### src/hdl/sm4_pkg.sv
// SM4 shared constants, S-box and linear transforms.
package sm4_pkg;

  localparam int ROUND_COUNT = 32;
  localparam int RND_W       = $clog2(ROUND_COUNT);
  localparam int BLK_W       = 128;
  localparam int CFG_W       = 64;
  localparam int CFG_IDX_W   = 2;

  localparam logic [CFG_IDX_W-1:0] CFG_KEY_HIGH     = 2'd0;
  localparam logic [CFG_IDX_W-1:0] CFG_KEY_LOW      = 2'd1;
  localparam logic [CFG_IDX_W-1:0] CFG_DECRYPT_MODE = 2'd2;

  localparam logic [31:0] FK0 = 32'ha3b1bac6;
  localparam logic [31:0] FK1 = 32'h56aa3350;
  localparam logic [31:0] FK2 = 32'h677d9197;
  localparam logic [31:0] FK3 = 32'hb27022dc;

  typedef enum logic [1:0] {
    KS_IDLE,
    KS_LOAD,
    KS_RUN
  } ks_state_t;

  // entry 0 in the top byte
  localparam logic [2047:0] SBOX_BITS = {
    128'hd690e9fecce13db716b614c228fb2c05,
    128'h2b679a762abe04c3aa44132649860699,
    128'h9c4250f491ef987a33540b43edcfac62,
    128'he4b31ca9c908e89580df94fa758f3fa6,
    128'h4707a7fcf37317ba83593c19e6854fa8,
    128'h686b81b27164da8bf8eb0f4b70569d35,
    128'h1e240e5e6358d1a225227c3b01217887,
    128'hd40046579fd327524c3602e7a0c4c89e,
    128'heabf8ad240c738b5a3f7f2cef96115a1,
    128'he0ae5da49b341a55ad933230f58cb1e3,
    128'h1df6e22e8266ca60c02923ab0d534e6f,
    128'hd5db3745defd8e2f03ff6a726d6c5b51,
    128'h8d1baf92bbddbc7f11d95c411f105ad8,
    128'h0ac13188a5cd7bbd2d74d012b8e5b4b0,
    128'h8969974a0c96777e65b9f109c56ec684,
    128'h18f07dec3adc4d2079ee5f3ed7cb3948
  };

  function automatic logic [7:0] sbox(input logic [7:0] v);
    return SBOX_BITS[{~v, 3'b111} -: 8];
  endfunction

  function automatic logic [31:0] subst_word(input logic [31:0] v);
    return {sbox(v[31:24]), sbox(v[23:16]), sbox(v[15:8]), sbox(v[7:0])};
  endfunction

  function automatic logic [31:0] lin_data(input logic [31:0] b);
    return b ^ {b[29:0], b[31:30]} ^ {b[21:0], b[31:22]} ^
           {b[13:0], b[31:14]} ^ {b[7:0], b[31:8]};
  endfunction

  function automatic logic [31:0] lin_key(input logic [31:0] b);
    return b ^ {b[18:0], b[31:19]} ^ {b[8:0], b[31:9]};
  endfunction

  // byte j of CK[i] is (4i + j) * 7 mod 256
  function automatic logic [31:0] ck_word(input logic [RND_W-1:0] i);
    logic [31:0] w;
    logic [7:0]  idx;
    w = '0;
    for (int j = 0; j < 4; j++) begin
      idx = 8'({i, 2'(j)});
      w   = {w[23:0], 8'(idx * 8'd7)};
    end
    return w;
  endfunction

endpackage

### src/hdl/sm4_key_sched.sv
// SM4 key registers and sequential round key expansion.
module sm4_key_sched
  import sm4_pkg::*;
(
  input  logic                             clk,
  input  logic                             rst_n,
  input  logic                             cfg_wr_en,
  input  logic [CFG_IDX_W-1:0]             cfg_index,
  input  logic [CFG_W-1:0]                 cfg_data,
  output logic                             busy,
  output logic [ROUND_COUNT-1:0][31:0]     round_keys
);

  ks_state_t                  st_r, st_nxt;
  logic [RND_W-1:0]           cnt_r, cnt_nxt;
  logic [63:0]                key_hi_r;
  logic [63:0]                key_lo_r;
  logic                       dec_r;
  logic [3:0][31:0]           k_r;
  logic [ROUND_COUNT-1:0][31:0] rk_r;
  logic                       cfg_hit;
  logic                       last;
  logic [31:0]                rk_new;
  logic [RND_W-1:0]           wr_idx;

  assign cfg_hit = cfg_wr_en && (cfg_index == CFG_KEY_HIGH || cfg_index == CFG_KEY_LOW ||
                                 cfg_index == CFG_DECRYPT_MODE);
  assign last    = (cnt_r == RND_W'(ROUND_COUNT - 1));
  assign rk_new  = k_r[0] ^ lin_key(subst_word(k_r[1] ^ k_r[2] ^ k_r[3] ^ ck_word(cnt_r)));
  assign wr_idx  = dec_r ? (RND_W'(ROUND_COUNT - 1) - cnt_r) : cnt_r;

  always_ff @(posedge clk) begin
    if (!rst_n) begin
      key_hi_r <= '0;
      key_lo_r <= '0;
      dec_r    <= 1'b0;
    end else if (cfg_wr_en) begin
      unique case (cfg_index)
        CFG_KEY_HIGH:     key_hi_r <= cfg_data;
        CFG_KEY_LOW:      key_lo_r <= cfg_data;
        CFG_DECRYPT_MODE: dec_r    <= cfg_data[0];
        default:          ;
      endcase
    end
  end

  always_ff @(posedge clk) begin
    if (!rst_n) begin
      st_r  <= KS_LOAD;
      cnt_r <= '0;
    end else begin
      st_r  <= st_nxt;
      cnt_r <= cnt_nxt;
    end
  end

  always_comb begin
    st_nxt  = st_r;
    cnt_nxt = cnt_r;
    unique case (st_r)
      KS_IDLE: ;
      KS_LOAD: begin
        st_nxt  = KS_RUN;
        cnt_nxt = '0;
      end
      KS_RUN: begin
        cnt_nxt = cnt_r + 1'b1;
        if (last) begin
          st_nxt = KS_IDLE;
        end
      end
      default: st_nxt = KS_IDLE;
    endcase
    if (cfg_hit) begin
      st_nxt = KS_LOAD;
    end
  end

  always_ff @(posedge clk) begin
    if (st_r == KS_LOAD) begin
      k_r[0] <= key_hi_r[63:32] ^ FK0;
      k_r[1] <= key_hi_r[31:0]  ^ FK1;
      k_r[2] <= key_lo_r[63:32] ^ FK2;
      k_r[3] <= key_lo_r[31:0]  ^ FK3;
    end else if (st_r == KS_RUN) begin
      k_r <= {rk_new, k_r[3], k_r[2], k_r[1]};
      rk_r[wr_idx] <= rk_new;
    end
  end

  assign busy       = (st_r != KS_IDLE);
  assign round_keys = rk_r;

endmodule

### config.mk
export PLATFORM = sky130hd
export DESIGN_NAME = sm4_key_sched
export DESIGN_NICKNAME = d
export VERILOG_FILES = /design/src/hdl/sm4_pkg.sv /design/src/hdl/sm4_key_sched.sv
export SDC_FILE = /design/constraint.sdc
export NUM_CORES = 2
export LEC_CHECK = 0
export ABC_AREA = 1
export BUFFER_PORTS_ARGS = -buffer_cell sky130_fd_sc_hd__buf_2
export CAP_MARGIN = 20
export CELL_PAD_IN_SITES_DETAIL_PLACEMENT = 0
export CELL_PAD_IN_SITES_GLOBAL_PLACEMENT = 1
export CORE_AREA = 2 2 427 429
export CTS_CLUSTER_DIAMETER = 100
export DETAILED_ROUTE_END_ITERATION = 10
export DIE_AREA = 0 0 429 431
export GPL_ROUTABILITY_DRIVEN = 0
export GPL_TIMING_DRIVEN = 0
export PLACE_DENSITY = 0.69
export SETUP_SLACK_MARGIN = 0.02
export SYNTH_ARGS = -nofsm -noshare
export SYNTH_HDL_FRONTEND = slang
export SYNTH_SLANG_ARGS = --single-unit
### constraint.sdc
create_clock -name clk -period 4.45 [get_ports clk]
set_input_delay 0.2225 -clock clk [delete_from_list [all_inputs] [get_ports clk]]
set_output_delay 0.2225 -clock clk [all_outputs]
set_load 0.02 [all_outputs]
==> reports/qor.yml <==
synth_warnings: 0
yosys.area_share.simple_pct: 24.5
status: "completed"
dr.pass1.iters: 9
avgSynthCellArea_um2: 10.2
grt_overflow: 0
fin_area_mm2: 0.0745
r2r_start: "cnt_r[0]"
cp-start-kind: "flop"
post-route-util_pct: 41.3
synth-edff-count: 1152
synthXorXnorAreaFrac_pct: 0.992
synthArstFlopShare_pct: 0
min_to: "cnt_r[1]"
ant_nets: 0
ys_seq_area_share_pct: 65.2
cts_tree: "yes"
maxSlewViolCount: 0
num_vias: 52970
grt_max_degree: 65
synth-compound-area-share_pct: 3.86
dr.first_iter.drc_count: 8661
synth_mux_area_share_pct: 0
coreArea_mm2: 0.180
wl_per_cell_um: 29.7
hold_violations: 0
dp_slack_ns: -1.73
synth_top_family_by_area: "simple AND/OR/NAND/NOR gates"
start_util_pct: 31.8
period_share_pct: 100
busiest_layer: "met2"
ys_ff_latch: 1288
worst-r2r-setup-slack_ns: 0.00007
cts_buffers: 134
worst_hold_path.num_cells: 3
fp.dieH_um: 431
clk_pin_slew_ns: 0.06
hpwl_um: 201000
cts-root-buf: "clkbuf_16"
syn-num-nets: 5744
die-area_mm2: 0.185
placed_cell_area_mm2: 0.0673
hold_class: "in -> reg"
startpoint: "cnt_r[0]"
worst_pin_slew_ns: 1.19
fin_ws_ns: 0.0000746
arrival_ns: 4.94
clk_latency_ns: 0.81
numClockSinks: 1288
routed_wl_um: 284000
io_pins: 1094
instances_no_fill: 9562
finClkSkew_ns: 0.0592
ff2ff_path_depth: 19
syn_inst: 5624
required_ns: 4.94
io_buffer_count: 1092
grt_usage_pct: 29.3
fill_cells: 17532
synth_fa_ha_area_share_pct: 1.21
grt_util_met2_pct: 47.2
crit_type: "reg -> reg"
setup_viol: 0
synth_ff_type: "edfxtp_1"
die_w_um: 429
viasPerCell: 5.54
antenna_found_initial: 38
cts_buffer_depth: 3
nets: 7183
hp-start: "rst_n"
syn-cell-area_mm2: 0.0573
syn_to_final_growth_pct: 30.1
cap_viol_max_count: 0
grt_pass1_wl_um: 382000
rr_endpoint: "round_keys[179]"
fin_crit_ns: 4.45
drive_gt1_share_pct: 27.2
h-tree-depth: 4
grt_pass1_vias: 48465
grt_use_met3_pct: 7.91
dp_cells: 9151
max_freq_mhz: 225
drc: 0
synth_cell_types: 44
worst-path-max-fanout: 32
num_rows: 156
max_slew_margin_pct: 20.6
critPathCaptureType: "flop"
grt_use_met1_pct: 36.0
==> synth_stat cells, drive strengths merged (44+ instances only) <==
master,instances,share of area (%)
nand2,1750,12
dfxtp,136,4.8
nor2,466,3.2
clkbuf,111,0.73
ha,44,0.96
inv,286,1.9
buf,144,1.7
edfxtp,1152,60
xnor2,47,0.72
nand3,966,8.6
a21oi,81,0.71
o21ai,304,2.7
==> cell families after synthesis <==
family / Yosys count
fa+ha+maj: 51
compound gates: 424
simple gates: 3254
xor+xnor: 64
flops: 1288
buf+inv: 543
==> critical path, cell delays in order (launching register included) <==
cell and delay, ns:
dfxtp_4 0.40, fa_2 0.70, buf_4 0.18, xor2_4 0.18
ha_4 0.24, xor2_4 0.28, xor2_4 0.20, buf_12 0.16
buf_8 0.15, nand2_1 0.08, o21ai_0 0.36, nand2_1 0.09
nand3_1 0.13, nand3_1 0.09, nand2_2 0.18, nand2_1 0.10
nand2_1 0.07, nand2_1 0.06, and2_2 0.21, buf_12 0.16
==> worst max-delay path by stage <==
stage | endpoint | slack, ns | cells after the start
floorplan | cnt_r[3] | 0.35 | 5
global placement | round_keys[494] | -3.38 | 18
detailed placement | round_keys[1006] | -1.73 | 19
CTS | round_keys[977] | 0.0009 | 18
global route | round_keys[478] | -0.03 | 19
finish | round_keys[179] | 0.00007 | 19
==> what timing repair did <==
action | 4_1_cts | 5_1_grt
resized for setup | 192 | 181
cloned | 6 | 6
buffers inserted | 39 | 27
endpoints found under the setup margin | 1056 | 997
hold buffers | 70 | 0
pin swaps | 22 | 23
endpoints found under the hold margin | 131 | 0
==> cell usage in the layout (no fill, tap or decap), types with 76 or more instances in the layout <==
master     synthesis  final
o21ai_0          279    277
nand3_1          952    924
dfxtp_1          136    132
nand2_1         1683   1621
inv_1            256    249
edfxtp_1        1152   1152
buf_4             22     85
nand2_2           54     95
clkbuf_16          0    139
clkbuf_1         111     96
a21oi_1           81     76
nor2_1           447    406
buf_2             81   1157
==> layer usage <==
metal	part of all wire, %	vias to the layer above
met5	0.024	-
met4	6.7	12
met3	11	1119
met2	46	4300
met1	36	25339
li1	-	22200
==> layout make-up <==
type	count	area (µm²)	area share [%]
sequential	1288	37300	50.1
multi-input combinational	3799	18600	25.0
timing repair buffer	1298	8390	11.3
clock buffer	174	3610	4.84
tap	2370	2970	3.98
buffer	254	1650	2.22
inverter	288	1150	1.54
clock inverter	70	707	0.949
antenna	21	52.6	0.0706
==> sequential cells by signal, indices dropped and copies added (netlist names) <==
name        cells
cnt_r           5
st_r            2
round_keys   1024
k_r           128
key_hi_r       64
key_lo_r       64
dec_r           1
==> per-stage QoR <==
step | TNS [ns] | hold slack [ns]
global placement | -4481.87 | 0.468
global route | -0.310 | 0.0639
finish | 0 | 0.0749
floorplan | 0 | 0.357
detailed placement | -1499.30 | 0.475
CTS | 0 | 0.0178
Power is left out: the tool's default activity adds up to more than one toggle a clock period on the data nets, which glitch-free logic cannot reach.
